===== src/hw/rtl/ysch_pkg.sv =====
// ----------------------------------------------------------------------------
// ysch_pkg
// Shared types, constants and helpers for the stall compensated heading block.
// ----------------------------------------------------------------------------
package ysch_pkg;

  localparam int unsigned ADDR_W = 4;

  // register index codes (paddr[3:2])
  localparam logic [1:0] IDX_STALL_TOL   = 2'd0;
  localparam logic [1:0] IDX_STALL_WAIT  = 2'd1;
  localparam logic [1:0] IDX_REFRESH_WAIT = 2'd2;

  localparam logic [9:0]  RST_STALL_TOL    = 10'd5;
  localparam logic [15:0] RST_STALL_WAIT   = 16'd500;
  localparam logic [15:0] RST_REFRESH_WAIT = 16'd1000;

  localparam logic [15:0] FULL_TURN = 16'd36000;
  localparam logic [15:0] HALF_TURN = 16'd18000;

  // floor(u*1023/36000) = floor(((u*341) >> 5) / 375)
  localparam logic [8:0]  DAC_MUL         = 9'd341;
  localparam int unsigned DAC_PRE_SHIFT   = 5;
  localparam logic [19:0] DAC_RECIP       = 20'd715828;
  localparam int unsigned DAC_RECIP_SHIFT = 28;
  localparam logic [9:0]  DAC_MAX         = 10'd1023;

  typedef struct packed {
    logic [9:0]  stall_tol;
    logic [15:0] stall_wait_ms;
    logic [15:0] refresh_wait_ms;
  } cfg_t;

  typedef struct packed {
    logic [15:0] heading;
    logic        stall_fixed;
  } hdg_t;

  // reduce into 0..35999, valid for -108000..107999
  function automatic logic [15:0] mod_turn(input logic signed [18:0] v);
    logic signed [18:0] r;
    if (v < -19'sd72000) begin
      r = v + 19'sd108000;
    end else if (v < -19'sd36000) begin
      r = v + 19'sd72000;
    end else if (v < 19'sd0) begin
      r = v + 19'sd36000;
    end else if (v >= 19'sd72000) begin
      r = v - 19'sd72000;
    end else if (v >= 19'sd36000) begin
      r = v - 19'sd36000;
    end else begin
      r = v;
    end
    return r[15:0];
  endfunction

endpackage


===== src/hw/rtl/ysch_ifs.sv =====
// ----------------------------------------------------------------------------
// ysch_ifs
// Valid/ready channels for yaw samples and heading results.
// ----------------------------------------------------------------------------
interface ysch_in_if;
  logic        valid;
  logic        ready;
  logic [15:0] raw_yaw;
  logic        raw_invalid;
  logic [31:0] now_ms;
  logic        zero_button_n;

  modport source (output valid, raw_yaw, raw_invalid, now_ms, zero_button_n, input ready);
  modport sink (input valid, raw_yaw, raw_invalid, now_ms, zero_button_n, output ready);
endinterface

interface ysch_out_if;
  logic               valid;
  logic               ready;
  logic signed [15:0] heading;
  logic [9:0]         dac_level;
  logic               stall_fixed;

  modport source (output valid, heading, dac_level, stall_fixed, input ready);
  modport sink (input valid, heading, dac_level, stall_fixed, output ready);
endinterface


===== src/hw/rtl/ysch_cfg.sv =====
// ----------------------------------------------------------------------------
// ysch_cfg
// APB register file for stall tolerance and wait times.
// ----------------------------------------------------------------------------
module ysch_cfg (
  input  logic                        clk,
  input  logic                        rst,
  input  logic                        psel,
  input  logic                        penable,
  input  logic                        pwrite,
  input  logic [ysch_pkg::ADDR_W-1:0] paddr,
  input  logic [31:0]                 pwdata,
  output logic [31:0]                 prdata,
  output logic                        pready,
  output ysch_pkg::cfg_t              cfg
);
  import ysch_pkg::*;

  logic wr;

  assign pready = 1'b1;
  assign wr = psel && penable && pwrite;

  always_ff @(posedge clk) begin
    if (rst) begin
      cfg.stall_tol       <= RST_STALL_TOL;
      cfg.stall_wait_ms   <= RST_STALL_WAIT;
      cfg.refresh_wait_ms <= RST_REFRESH_WAIT;
    end else if (wr) begin
      case (paddr[3:2])
        IDX_STALL_TOL:    cfg.stall_tol <= pwdata[9:0];
        IDX_STALL_WAIT:   cfg.stall_wait_ms <= pwdata[15:0];
        IDX_REFRESH_WAIT: cfg.refresh_wait_ms <= pwdata[15:0];
        default: ;
      endcase
    end
  end

  always_comb begin
    case (paddr[3:2])
      IDX_STALL_TOL:    prdata = {22'd0, cfg.stall_tol};
      IDX_STALL_WAIT:   prdata = {16'd0, cfg.stall_wait_ms};
      IDX_REFRESH_WAIT: prdata = {16'd0, cfg.refresh_wait_ms};
      default:          prdata = 32'd0;
    endcase
  end

endmodule


===== src/hw/rtl/ysch_core.sv =====
// ----------------------------------------------------------------------------
// ysch_core
// Input register, stall detection, offset and zero tracking, heading wrap.
// ----------------------------------------------------------------------------
module ysch_core (
  input  logic           clk,
  input  logic           rst,
  input  ysch_pkg::cfg_t cfg,
  ysch_in_if.sink        in_ch,
  output logic           hdg_valid,
  input  logic           hdg_ready,
  output ysch_pkg::hdg_t hdg
);
  import ysch_pkg::*;

  // input register
  logic        s0_valid;
  logic [15:0] s0_raw;
  logic        s0_invalid;
  logic [31:0] s0_now;
  logic        s0_btn_n;

  // state
  logic [15:0] held_yaw;
  logic [15:0] yaw_offset;
  logic [31:0] last_ok_time;
  logic [15:0] prev_heading;
  logic [15:0] zero_ref;

  logic        s1_free;
  logic        s1_load;
  logic [31:0] elapsed;
  logic [15:0] diff;
  logic        stalled;
  logic        stall_due;
  logic        refresh_due;
  logic        fix;
  logic signed [18:0] off_sum;
  logic [15:0] offset_use;
  logic [15:0] yaw;
  logic signed [18:0] zsum;
  logic signed [18:0] hsum;
  logic [15:0] m;
  logic [15:0] heading_next;

  assign s1_free = !hdg_valid || hdg_ready;
  assign s1_load = s0_valid && s1_free;
  assign in_ch.ready = !s0_valid || s1_free;

  always_ff @(posedge clk) begin
    if (rst) begin
      s0_valid <= 1'b0;
    end else if (in_ch.ready) begin
      s0_valid <= in_ch.valid;
    end
  end

  always_ff @(posedge clk) begin
    if (in_ch.valid && in_ch.ready) begin
      s0_raw     <= in_ch.raw_yaw;
      s0_invalid <= in_ch.raw_invalid;
      s0_now     <= in_ch.now_ms;
      s0_btn_n   <= in_ch.zero_button_n;
    end
  end

  always_comb begin
    elapsed     = s0_now - last_ok_time;
    diff        = (s0_raw > held_yaw) ? s0_raw - held_yaw : held_yaw - s0_raw;
    stalled     = s0_invalid || (diff <= {6'd0, cfg.stall_tol});
    stall_due   = elapsed > {16'd0, cfg.stall_wait_ms};
    refresh_due = elapsed > {16'd0, cfg.refresh_wait_ms};
    fix         = stalled && stall_due && !s0_invalid;
    off_sum     = signed'({3'b000, yaw_offset}) + signed'({{3{prev_heading[15]}}, prev_heading})
                  - signed'({3'b000, s0_raw});
    offset_use  = fix ? mod_turn(off_sum) : yaw_offset;
    yaw         = s0_invalid ? held_yaw : s0_raw;
    zsum        = signed'({3'b000, yaw}) + signed'({3'b000, offset_use});
    hsum        = zsum - signed'({3'b000, zero_ref});
    m           = !s0_btn_n ? 16'd0 : mod_turn(hsum);
    heading_next = (m > HALF_TURN) ? m - FULL_TURN : m;
  end

  always_ff @(posedge clk) begin
    if (rst) begin
      held_yaw     <= 16'd0;
      yaw_offset   <= 16'd0;
      last_ok_time <= 32'd0;
      prev_heading <= 16'd0;
      zero_ref     <= 16'd0;
    end else if (s1_load) begin
      yaw_offset   <= offset_use;
      prev_heading <= heading_next;
      if (fix || (!stalled && refresh_due)) begin
        held_yaw <= s0_raw;
      end
      if (!stalled || stall_due) begin
        last_ok_time <= s0_now;
      end
      if (!s0_btn_n) begin
        zero_ref <= mod_turn(zsum);
      end
    end
  end

  always_ff @(posedge clk) begin
    if (rst) begin
      hdg_valid <= 1'b0;
    end else if (s1_free) begin
      hdg_valid <= s0_valid;
    end
  end

  always_ff @(posedge clk) begin
    if (s1_load) begin
      hdg.heading     <= heading_next;
      hdg.stall_fixed <= fix;
    end
  end

`ifndef NO_ASSERTIONS
  a_zero_press: assert property (@(posedge clk) disable iff (rst)
    s1_load && !s0_btn_n |=> hdg.heading == 16'd0)
    else $error("zero press did not give a zero heading");

  a_mod_range: assert property (@(posedge clk) disable iff (rst)
    yaw_offset < FULL_TURN && zero_ref < FULL_TURN)
    else $error("offset or zero reference out of turn range");

  a_hdg_range: assert property (@(posedge clk) disable iff (rst)
    hdg_valid |-> $signed(hdg.heading) >= -16'sd17999 && $signed(hdg.heading) <= 16'sd18000)
    else $error("heading out of wrapped range");
`endif

endmodule


===== src/hw/rtl/ysch_dac.sv =====
// ----------------------------------------------------------------------------
// ysch_dac
// Two stage scaler from heading to the 10-bit level, with the result register.
// ----------------------------------------------------------------------------
module ysch_dac (
  input  logic           clk,
  input  logic           rst,
  input  logic           hdg_valid,
  output logic           hdg_ready,
  input  ysch_pkg::hdg_t hdg,
  ysch_out_if.source     out_ch
);
  import ysch_pkg::*;

  logic        s2_valid;
  logic [15:0] s2_heading;
  logic        s2_fixed;
  logic [18:0] s2_w;
  logic        s2_free;
  logic        s3_free;
  logic [15:0] u;
  logic [24:0] up;
  logic [38:0] q;

  logic        s3_valid;
  logic [15:0] s3_heading;
  logic [9:0]  s3_dac;
  logic        s3_fixed;

  assign s3_free   = !s3_valid || out_ch.ready;
  assign s2_free   = !s2_valid || s3_free;
  assign hdg_ready = s2_free;

  always_comb begin
    u  = hdg.heading + HALF_TURN;
    up = {9'd0, u} * {16'd0, DAC_MUL};
    q  = {20'd0, s2_w} * {19'd0, DAC_RECIP};
  end

  always_ff @(posedge clk) begin
    if (rst) begin
      s2_valid <= 1'b0;
      s3_valid <= 1'b0;
    end else begin
      if (s2_free) begin
        s2_valid <= hdg_valid;
      end
      if (s3_free) begin
        s3_valid <= s2_valid;
      end
    end
  end

  always_ff @(posedge clk) begin
    if (hdg_valid && s2_free) begin
      s2_heading <= hdg.heading;
      s2_fixed   <= hdg.stall_fixed;
      s2_w       <= up[DAC_PRE_SHIFT +: 19];
    end
    if (s2_valid && s3_free) begin
      s3_heading <= s2_heading;
      s3_fixed   <= s2_fixed;
      s3_dac     <= q[DAC_RECIP_SHIFT +: 10];
    end
  end

  assign out_ch.valid       = s3_valid;
  assign out_ch.heading     = s3_heading;
  assign out_ch.dac_level   = s3_dac;
  assign out_ch.stall_fixed = s3_fixed;

`ifndef NO_ASSERTIONS
  a_dac_top: assert property (@(posedge clk) disable iff (rst)
    s3_valid && s3_heading == HALF_TURN |-> s3_dac == DAC_MAX)
    else $error("level at +180 degrees is not full scale");

  a_dac_bottom: assert property (@(posedge clk) disable iff (rst)
    s3_valid && $signed(s3_heading) == -16'sd17999 |-> s3_dac == 10'd0)
    else $error("level at the lowest heading is not zero");

  a_w_range: assert property (@(posedge clk) disable iff (rst)
    s2_valid |-> s2_w <= 19'd383625)
    else $error("scaler intermediate out of range");
`endif

endmodule


===== src/hw/rtl/yaw_stall_compensated_heading.sv =====
// ----------------------------------------------------------------------------
// yaw_stall_compensated_heading
// Yaw heading with stall compensation, zero reference and analog level output.
// ----------------------------------------------------------------------------
// One yaw sample is taken per clock while the output is not stalled, and each
// gives one result request after the heading, scaler and result registers.
// The per-sample state update (stall timer, held value, offset, zero
// reference, previous heading) closes in a loop through its state registers
// behind the input register, which sets the one-sample-per-cycle rate; the
// level scaling follows in two more register stages. The user must write APB
// registers only while no sample is in flight; the block does not enforce it.
// ----------------------------------------------------------------------------
module yaw_stall_compensated_heading (
  input  logic                        clk,
  input  logic                        rst,
  ysch_in_if.sink                     in_ch,
  ysch_out_if.source                  out_ch,
  input  logic                        psel,
  input  logic                        penable,
  input  logic                        pwrite,
  input  logic [ysch_pkg::ADDR_W-1:0] paddr,
  input  logic [31:0]                 pwdata,
  output logic [31:0]                 prdata,
  output logic                        pready
);
  import ysch_pkg::*;

  cfg_t cfg;
  logic hdg_valid;
  logic hdg_ready;
  hdg_t hdg;

  ysch_cfg u_cfg (
    .clk     (clk),
    .rst     (rst),
    .psel    (psel),
    .penable (penable),
    .pwrite  (pwrite),
    .paddr   (paddr),
    .pwdata  (pwdata),
    .prdata  (prdata),
    .pready  (pready),
    .cfg     (cfg)
  );

  ysch_core u_core (
    .clk       (clk),
    .rst       (rst),
    .cfg       (cfg),
    .in_ch     (in_ch),
    .hdg_valid (hdg_valid),
    .hdg_ready (hdg_ready),
    .hdg       (hdg)
  );

  ysch_dac u_dac (
    .clk       (clk),
    .rst       (rst),
    .hdg_valid (hdg_valid),
    .hdg_ready (hdg_ready),
    .hdg       (hdg),
    .out_ch    (out_ch)
  );

endmodule

===== src/flat_wrapper.sv =====
// flat-port wrapper written by rule: the top's interface ports become plain ports
module yaw_stall_compensated_heading_flat import ysch_pkg::*;
  (clk, rst, psel, penable, pwrite, paddr, pwdata, prdata, pready, in_ch_valid, in_ch_raw_yaw, in_ch_raw_invalid, in_ch_now_ms, in_ch_zero_button_n, in_ch_ready, out_ch_valid, out_ch_heading, out_ch_dac_level, out_ch_stall_fixed, out_ch_ready);
  ysch_in_if in_ch_i ();
  ysch_out_if out_ch_i ();
  input  logic clk;
  input  logic rst;
  input  logic psel;
  input  logic penable;
  input  logic pwrite;
  input  logic [ysch_pkg::ADDR_W-1:0] paddr;
  input  logic [31:0] pwdata;
  output logic [31:0] prdata;
  output logic pready;
  input wire logic [$bits(in_ch_i.valid)-1:0] in_ch_valid;
  input wire logic [$bits(in_ch_i.raw_yaw)-1:0] in_ch_raw_yaw;
  input wire logic [$bits(in_ch_i.raw_invalid)-1:0] in_ch_raw_invalid;
  input wire logic [$bits(in_ch_i.now_ms)-1:0] in_ch_now_ms;
  input wire logic [$bits(in_ch_i.zero_button_n)-1:0] in_ch_zero_button_n;
  output wire logic [$bits(in_ch_i.ready)-1:0] in_ch_ready;
  output wire logic [$bits(out_ch_i.valid)-1:0] out_ch_valid;
  output wire logic [$bits(out_ch_i.heading)-1:0] out_ch_heading;
  output wire logic [$bits(out_ch_i.dac_level)-1:0] out_ch_dac_level;
  output wire logic [$bits(out_ch_i.stall_fixed)-1:0] out_ch_stall_fixed;
  input wire logic [$bits(out_ch_i.ready)-1:0] out_ch_ready;
  assign in_ch_i.valid = in_ch_valid;
  assign in_ch_i.raw_yaw = in_ch_raw_yaw;
  assign in_ch_i.raw_invalid = in_ch_raw_invalid;
  assign in_ch_i.now_ms = in_ch_now_ms;
  assign in_ch_i.zero_button_n = in_ch_zero_button_n;
  assign in_ch_ready = in_ch_i.ready;
  assign out_ch_valid = out_ch_i.valid;
  assign out_ch_heading = out_ch_i.heading;
  assign out_ch_dac_level = out_ch_i.dac_level;
  assign out_ch_stall_fixed = out_ch_i.stall_fixed;
  assign out_ch_i.ready = out_ch_ready;
  yaw_stall_compensated_heading u_core (.clk(clk), .rst(rst), .in_ch(in_ch_i), .out_ch(out_ch_i), .psel(psel), .penable(penable), .pwrite(pwrite), .paddr(paddr), .pwdata(pwdata), .prdata(prdata), .pready(pready));
endmodule

===== config.mk =====
export PLATFORM = sky130hd
export DESIGN_NAME = yaw_stall_compensated_heading_flat
export DESIGN_NICKNAME = d
export VERILOG_FILES = /design/src/hw/rtl/ysch_pkg.sv /design/src/hw/rtl/ysch_ifs.sv /design/src/hw/rtl/ysch_cfg.sv /design/src/hw/rtl/ysch_core.sv /design/src/hw/rtl/ysch_dac.sv /design/src/hw/rtl/yaw_stall_compensated_heading.sv /design/src/flat_wrapper.sv
export SDC_FILE = /design/constraint.sdc
export NUM_CORES = 1
export LEC_CHECK = 0
export BUFFER_PORTS_ARGS = -buffer_cell sky130_fd_sc_hd__clkbuf_2
export CAP_MARGIN = 20
export CORE_MARGIN = 5
export CORE_UTILIZATION = 35
export CTS_CLUSTER_DIAMETER = 80
export DETAILED_ROUTE_END_ITERATION = 10
export HOLD_SLACK_MARGIN = 0.05
export MAX_ROUTING_LAYER = met4
export PLACE_DENSITY = 0.51
export SYNTH_ARGS = -nofsm -noshare
export SYNTH_HDL_FRONTEND = slang
export SYNTH_HIERARCHICAL = 1
export SYNTH_SLANG_ARGS = --single-unit

===== constraint.sdc =====
create_clock -name clk -period 28.4 [get_ports clk]
set_clock_uncertainty 0.1 [all_clocks]
set_input_delay 8.52 -clock clk [delete_from_list [all_inputs] [get_ports clk]]
set_output_delay 8.52 -clock clk [all_outputs]
set_load 0.01 [all_outputs]

* Yosys cells after proc, flatten, opt, wreduce, memory -nomap -nowiden *
Index checks and enable logic that the tools add are counted.

word-level totals
  flip-flop bits (word level) = 272
  bits of input ports = 93
  output and inout port bits = 62
  logic and storage cells = 123

cells by class
  add/sub/neg operators = 24
  multipliers = 2
  $lt $le $gt $ge = 20
  equality and inequality tests = 2
  multiplexer cells = 21
  bitwise gates (word level) = 1
  reduce and logical (&&, ||, !) cells = 29

operators by type and width
  cell                                                          count
  2-to-1 mux 16 bit                                             20
  adder 16 bit, second input constant                           6
  > comparator 32 x 16 -> 1 bit                                 2
  subtractor 16 bit, second input constant                      4
  case mux 16 bit (3 select lines)                              1
  less-than comparator 18 x 17 -> 1 bit, second input constant  2
  less-than comparator 18 bit, second input constant            2
  multiplier 19 x 18 -> 36 bit, second input constant           1
  adder 16 x 14 -> 16 bit, second input constant                2
  subtractor 16 x 14 -> 16 bit, second input constant           2
  subtractor 16 bit                                             2
  subtractor 32 bit                                             1
  multiplier 16 x 9 -> 24 bit, second input constant            1
  >= comparator 19 x 17 -> 1 bit, second input constant         1
  >= comparator 19 x 18 -> 1 bit, second input constant         1
  less-than comparator 19 x 1 -> 1 bit, second input constant   1
  less-than comparator 19 x 17 -> 1 bit, second input constant  1
  less-than comparator 19 x 18 -> 1 bit, second input constant  1
  subtractor 18 x 17 -> 19 bit                                  1
  adder 17 x 16 -> 18 bit                                       1
  >= comparator 18 x 17 -> 1 bit, second input constant         1
  >= comparator 18 bit, second input constant                   1
  less-than comparator 18 x 1 -> 1 bit, second input constant   1
  subtractor 17 x 16 -> 18 bit                                  1
  18 further kinds                                              42

* Longest topological paths before layout *
Gate-level depths: netlist (run 1).

  depth in word-level cells = 20
  depth in mapped cells = 55
  depth with buffers taken out = 53

* Cells and area by module *
The synthesis (run 1) kept the hierarchy.

modules (own cells, without submodules)
  module     instances  cells an instance  area each (um2)  sequential area each (um2)
  ysch_core  1          2140               17102.7          3973.8
  ysch_dac   1          1004               10523.8          1931.9
  ysch_cfg   1          230                2165.8           840.8

* Worst setup path after synthesis (run 1) *
OpenSTA, ideal clock, no wires.

  path kind = input port to output port
  from = input paddr[2] (netlist bit)
  to = output prdata[0]
  arrival = 9302 ps
  required time = 19780 ps
  path slack = 10478 ps
  stages on the path = 4
  buffers on the path = 2
  cell sequence = buf_2 -> buf_2 -> mux2i_1 -> o21ai_0

between the ends
  cells in the longest elaborated chain, start to end = 2
  elaborated cells between the ends (all ways) = 4
  classes of those cells = eq/ne (2); mux (1); reduce/logical (1)

ends and longest elaborated chain
  what                                         RTL line            text
  start, declared                              flat_wrapper.sv:11  input logic [ysch_pkg::ADDR_W-1:0] paddr;
  == test 2 bit, or another cell as far along  ysch_cfg.sv:40      case (paddr[3:2])
  case mux 16 bit (3 select lines) *           ysch_cfg.sv:40
  end, declared                                flat_wrapper.sv:13  output logic [31:0] prdata;

Every way passes the cells marked *; elsewhere a longest branch is shown, timed or not.

* Worst setup path in the final report (run 1) *
  from = input paddr[2] (netlist bit)
  to = output prdata[7]

The elaborated chain is that of the path after synthesis.

==> results.json, run 1 <==
{
  "tightest_slew_ns": 1.01,
  "cp.arrival_ns": 9.87,
  "setup_viol": 0,
  "avgSynthCellArea_um2": 8.83,
  "post-route-period-util_pct": 65.1,
  "hold_path.class": "reg -> reg",
  "layout_common_cells": "510 x inv_1, 398 x ha_1, 223 x a21oi_1",
  "hpwl_um": 65700,
  "postCtsHoldBufs": 0,
  "place_congestion": 0.897,
  "vias_per_cell": 5.15,
  "floorplan.initialDensity_pct": 35.1,
  "syn-cell-area_um2": 29800,
  "ys_warn_count": 6,
  "path_class": "in -> out",
  "slew_viol_final": 0,
  "grt_pass1_wl_um": 131000,
  "drive_above_1_share_pct": 8.75,
  "critPathSlowestCell": "nor2b_1",
  "critPathLaunchType": "input pin",
  "fillers": 8821,
  "grt_setup_unrepaired": "no",
  "hold_viol": 0,
  "post_cts.repair.setup_buffers": 0,
  "cts_buffers": 40,
  "nets": 4112,
  "synth-edff-count": 130,
  "vias": 23846,
  "clock_path_buffers": 3,
  "clk_latency_ns": 0.61,
  "critPathMaxFanout": 16,
  "fp.dieH_um": 302,
  "ys_seq_area_share_pct": 22.6,
  "end_kind": "output pin",
  "async_flop_share_pct": 0,
  "ant_nets": 0,
  "die_area_um2": 91100,
  "row_count": 107,
  "layout_commonest_cell": "inv_1",
  "chipWidth_um": 302,
  "track_usage_pct": 18.4,
  "fin_setup_tns_ns": 0,
  "crit_path_frequent_cell": "clkbuf_2",
  "fin_crit_ns": 18.49,
  "path_cells": "clkbuf_2, nor2b_1, buf_4, nand2_1, o21ai_0, clkbuf_2",
  "synthCells": 3374,
  "maxCapViolCount": 0,
  "cp_data_required_time_ns": 19.78,
  "io_pins": 155,
  "htreeDepth": 2,
  "relSlewSlack_pct": 32.6,
  "yosys_most_used_dff": "dfxtp_1",
  "status": "finished clean",
  "area_growth_syn_to_layout_pct": 10.2,
  "wl_per_cell_um": 17.7,
  "grt_antenna_before_repair": 2,
  "drt_pass1_iterations": 6,
  "wl_um": 82000,
  "crit_buf_inv": 3,
  "worst_path_largest_cell_delay_ns": 0.45,
  "clkTransAtPathRegs_ns": 0.05,
  "clock_sinks": 272,
  "cts_tree": "done",
  "ys_ff_latch": 272,
  "fp.coreArea_um2": 84900,
  "ctsResizeCount": 0,
  "io_buffer_count": 119,
  "grt_max_degree": 70,
  "synth.distinct_cells": 109,
  "grt_pass1_vias": 23558,
  "overflow": 0,
  "cts_root_buf": "clkbuf_16",
  "first_iter_violations": 1434,
  "crit_family": "buffers and inverters",
  "drc": 0,
  "fmax_mhz": 54.1
}
-- synthesized netlist by cell type, types with 22 or more instances --
master	count	area [µm²]
a211oi_1	34	255
ha_1	398	4980
inv_1	511	1920
a21o_1	84	631
o211ai_1	36	270
dfxtp_1	142	2840
mux2_2	22	248
and3_1	27	169
edfxtp_1	130	3900
and2_1	23	144
mux2i_1	105	1050
o21ai_0	158	791
nand3_1	87	435
o21a_1	25	188
fa_1	166	3320
nor3_1	55	275
nand2_1	175	657
clkbuf_1	73	274
nand2b_1	72	450
xor2_1	42	368
a21oi_1	223	1120
o21bai_1	25	188
nor2_1	202	758
nand4_1	33	206
xnor2_1	94	823
-- worst register-to-register path: cells and delay by family (launching register included) --
kind	cells	cell delay [ns]
AOI/OAI and AO/OA	26	6.99
xor gates and xnor gates	1	0.30
adders and majority gates	5	1.93
buffers and inverters	4	0.96
DFF	1	0.51
muxes	3	1.20
and+or+nand+nor	9	2.57
-- worst paths after layout --
check | start | slack, ns | cells past startpoint | endpoint
hold reg to reg | u_core/u_dac/s2_heading[5]$_DFFE_PP_ | 0.29 | 0 | u_core/u_dac/out_ch.heading[5]$_DFFE_PP_
setup reg to reg | u_core/u_core/s0_raw[9]$_DFFE_PP_ | 13.56 | 48 | u_core/u_core/hdg[7]$_DFFE_PP_
hold / removal | u_core/u_dac/s2_heading[5]$_DFFE_PP_ | 0.29 | 0 | u_core/u_dac/out_ch.heading[5]$_DFFE_PP_
setup / recovery | paddr[2] | 9.91 | 6 | prdata[7]
-- flip-flops by register name (all words and copies together) (netlist names), 10 cells and up --
| register | cells |
|---|---|
| u_core/u_core/last_ok_time | 32 |
| u_core/u_core/held_yaw | 16 |
| u_core/u_cfg/cfg | 42 |
| u_core/u_core/s0_now | 32 |
| u_core/u_core/zero_ref | 16 |
| u_core/u_dac/s2_w | 19 |
| u_core/u_dac/out_ch.heading | 16 |
| u_core/u_core/hdg | 17 |
| u_core/u_core/s0_raw | 16 |
| u_core/u_dac/out_ch.dac_level | 10 |
| u_core/u_core/prev_heading | 16 |
| u_core/u_core/yaw_offset | 16 |
| u_core/u_dac/s2_heading | 16 |
-- layer usage --
layer  GRT usage, %  up-vias  wire length [µm]
met2           29.6      415             38000
met3           2.65      101              3240
met4           4.32        0              1730
li1               -    12029                 -
met5              -        -                 0
met1           24.6    11301             38900
-- layout make-up --
cell class	instances	area, µm²	area share (%)
diodes	3	7.51	0.0229
well taps	1144	1430	4.36
repair buffers	142	831	2.53
clock buffers	53	1070	3.26
inverters	513	1930	5.87
clock inverters	20	179	0.545
flip-flops and latches	272	6750	20.6
multi-input cells	2486	20600	62.9
-- metrics by stage --
stage	std cells	utilization [%]	worst slack [ns]	area [µm²]	hold slack [ns]
2_1_floorplan	3389	-	10.48	29800	0.300
4_1_cts	4627	38.6	9.92	32700	0.296
3_3_place_gp	4553	37.1	9.91	31500	0.305
3_5_place_dp	4554	37.1	9.93	31500	0.306
5_1_grt	4632	38.7	9.75	32800	0.305
6_report	4633	38.7	9.91	32800	0.294
-- logic make-up after synthesis --
logic type / after synthesis / share of synthesized area (%)
AND/OR/NAND/NOR: 803 / 13.6
buffers and inverters: 631 / 8.37
multiplexers: 127 / 4.36
XOR/XNOR: 139 / 4.16
AO/OA/AOI/OAI: 836 / 18.9
adder cells (fa/ha/maj): 564 / 27.9
other: 2 / 0.0252
flip-flops: 272 / 22.6
Power of run 1 is not shown: default switching activity piles up to over one toggle a cycle in this logic, so the estimate is an artifact.
==> run 2: changes to the inputs <==
Settings changed: PLACE_DENSITY 0.51 to 0.52.
Clock period 28.4 ns to 16.5 ns, I/O delays scaled along.
==> run 2 against run 1 <==
Die area stayed put. Final cell count hardly changed. Routed wire length is 0.37% lower. Register-to-register slack worse by 12 ns. Via count is 0.66% higher. Setup slack worse by 8.1 ns. Cell area hardly changed. Sequential share of layout area hardly changed. Worst hold slack better by 0.021 ns. Global-route usage is 0.12 points lower. Utilization hardly changed. Critical endpoint is now u_core/u_core/prev_heading[10]$_SDFFE_PP0P_.
==> results.json, run 2 (same netlist as run 1, synthesis figures left out) <==
{
  "grt_antenna_before_repair": 0,
  "reg2reg_depth": 49,
  "path_class": "reg -> reg",
  "floorplan.initialDensity_pct": 35.1,
  "hold_start": "u_core/u_dac/s2_heading[5]$_DFFE_PP_",
  "grt_max_degree": 74,
  "post_cts.repair.setup_buffers": 0,
  "place_congestion": 0.897,
  "tightest_slew_ns": 1.04,
  "htreeDepth": 2,
  "status": "finished clean",
  "crit_path_frequent_cell": "a21oi_1",
  "fp.dieH_um": 302,
  "fin_setup_tns_ns": 0,
  "drt_pass1_iterations": 6,
  "worst_path_largest_cell_delay_ns": 0.77,
  "track_usage_pct": 18.3,
  "critPathMaxFanout": 21,
  "diodes": 0,
  "top_regs": "u_core/u_cfg/cfg (42), u_core/u_core/last_ok_time (32), u_core/u_core/s0_now (32)",
  "r2r-start": "u_core/u_core/s0_raw[9]$_DFFE_PP_",
  "hold_path.class": "reg -> reg",
  "worst_slack_ns": 1.78,
  "chipWidth_um": 302,
  "grt_pass1_wl_um": 131000,
  "fmax_mhz": 67.9,
  "io_buffer_count": 119,
  "grt_pass1_vias": 23788,
  "fin_util_pct": 38.7,
  "postCtsHoldBufs": 0,
  "relSlewSlack_pct": 30.3,
  "post-route-period-util_pct": 89.2,
  "cp_data_required_time_ns": 16.85,
  "maxCapViolCount": 0,
  "row_count": 107,
  "critPathSlowestCell": "nor4_2",
  "drive_above_1_share_pct": 8.84,
  "fillers": 8709,
  "critPathLaunchType": "flip-flop",
  "wl_um": 81600,
  "clkTransAtPathRegs_ns": 0.06,
  "hpwl_um": 65600,
  "cts_tree": "done",
  "clock_path_buffers": 3,
  "cts_root_buf": "clkbuf_16",
  "hold_end": "u_core/u_dac/out_ch.heading[5]$_DFFE_PP_",
  "vias": 24003,
  "first_iter_violations": 1318,
  "regMostFlops": "u_core/u_cfg/cfg",
  "finalInstanceArea_um2": 32800,
  "largest_reg_flops": 42,
  "vias_per_cell": 5.19,
  "clk_latency_ns": 0.57,
  "ant_nets": 0,
  "die_area_um2": 91100,
  "fp.coreArea_um2": 84900,
  "dp_slack_ns": 1.95,
  "nets": 4113,
  "overflow": 0,
  "clock_sinks": 272,
  "slew_viol_final": 0,
  "layout_commonest_cell": "inv_1",
  "drc": 0,
  "place_area_um2": 31500,
  "area_growth_syn_to_layout_pct": 10.1,
  "grt_setup_unrepaired": "no",
  "end_kind": "flip-flop",
  "ff2ff_setup_slack_ns": 1.78,
  "reg2reg_to": "u_core/u_core/prev_heading[10]$_SDFFE_PP0P_",
  "cp.arrival_ns": 15.08,
  "wl_per_cell_um": 17.6,
  "hold_viol": 0,
  "ctsResizeCount": 0,
  "fin_crit_ns": 14.72,
  "layout_common_cells": "510 x inv_1, 398 x ha_1, 223 x a21oi_1",
  "io_pins": 155,
  "hold_depth": 0,
  "setup_viol": 0,
  "cts_buffers": 38
}
==> run 2: changes by cell type in the layout (fill, tap and decap cells not counted), moves of 3 or more <==
| cell | before | now |
|---|---|---|
| clkinv_2 | 4 | 8 |
| diode_2 | 3 | 0 |
| clkbuf_1 | 11 | 8 |
| inv_6 | 6 | 2 |
| buf_4 | 21 | 24 |
==> run 2: area by class of cell <==
class / count / area [µm²] / area share [%]
Inverter: 513 / 1930 / 5.87
Sequential cell: 272 / 6750 / 20.6
Multi-Input combinational cell: 2486 / 20600 / 62.9
Tap cell: 1144 / 1430 / 4.36
Timing Repair Buffer: 145 / 853 / 2.60
Clock buffer: 49 / 1030 / 3.15
Clock inverter: 20 / 194 / 0.591
==> run 2: worst max-delay path by stage <==
| stage | start | to | slack (ns) | cells past startpoint |
|---|---|---|---|---|
| after floorplan | u_core/u_core/s0_raw[8]$_DFFE_PP_ | u_core/u_core/hdg[14]$_DFFE_PP_ | 4.53 | 52 |
| after global placement | u_core/u_core/s0_raw[9]$_DFFE_PP_ | u_core/u_core/prev_heading[10]$_SDFFE_PP0P_ | 1.99 | 49 |
| after detailed placement | u_core/u_core/s0_raw[9]$_DFFE_PP_ | u_core/u_core/prev_heading[6]$_SDFFE_PP0P_ | 1.95 | 49 |
| after CTS | u_core/u_core/s0_raw[9]$_DFFE_PP_ | u_core/u_core/hdg[7]$_DFFE_PP_ | 1.90 | 48 |
| after global routing | u_core/u_core/s0_raw[9]$_DFFE_PP_ | u_core/u_core/prev_heading[10]$_SDFFE_PP0P_ | 0.59 | 49 |
| final | u_core/u_core/s0_raw[9]$_DFFE_PP_ | u_core/u_core/prev_heading[10]$_SDFFE_PP0P_ | 1.78 | 49 |
==> run 2: through the flow <==
| step | hold WS, ns | std cells |
|---|---|---|
| final | 0.315 | 4629 |
| after global routing | 0.312 | 4629 |
| after CTS | 0.310 | 4627 |
| after detailed placement | 0.305 | 4558 |
| after global placement | 0.305 | 4556 |
| after floorplan | 0.300 | 3389 |
==> run 2: layer usage <==
metal | share of wire [%] | up-vias | GRT usage [%]
met5 | 0 | - | -
met4 | 2.4 | 0 | 4.46
met3 | 3.7 | 126 | 2.01
met2 | 46 | 466 | 29.3
met1 | 48 | 11389 | 24.9
li1 | - | 12022 | -
==> run 2: worst max-delay path, delay by kind of cell (launching register included) <==
family	cells	cell delay [ns]
XOR/XNOR	1	0.29
multiplexers	2	0.66
AND/OR/NAND/NOR	9	2.57
adder cells (fa/ha/maj)	5	1.89
buffers and inverters	4	0.94
flip-flops	1	0.52
AO/OA/AOI/OAI	28	7.57
Power of run 2 is left out for the same reason.
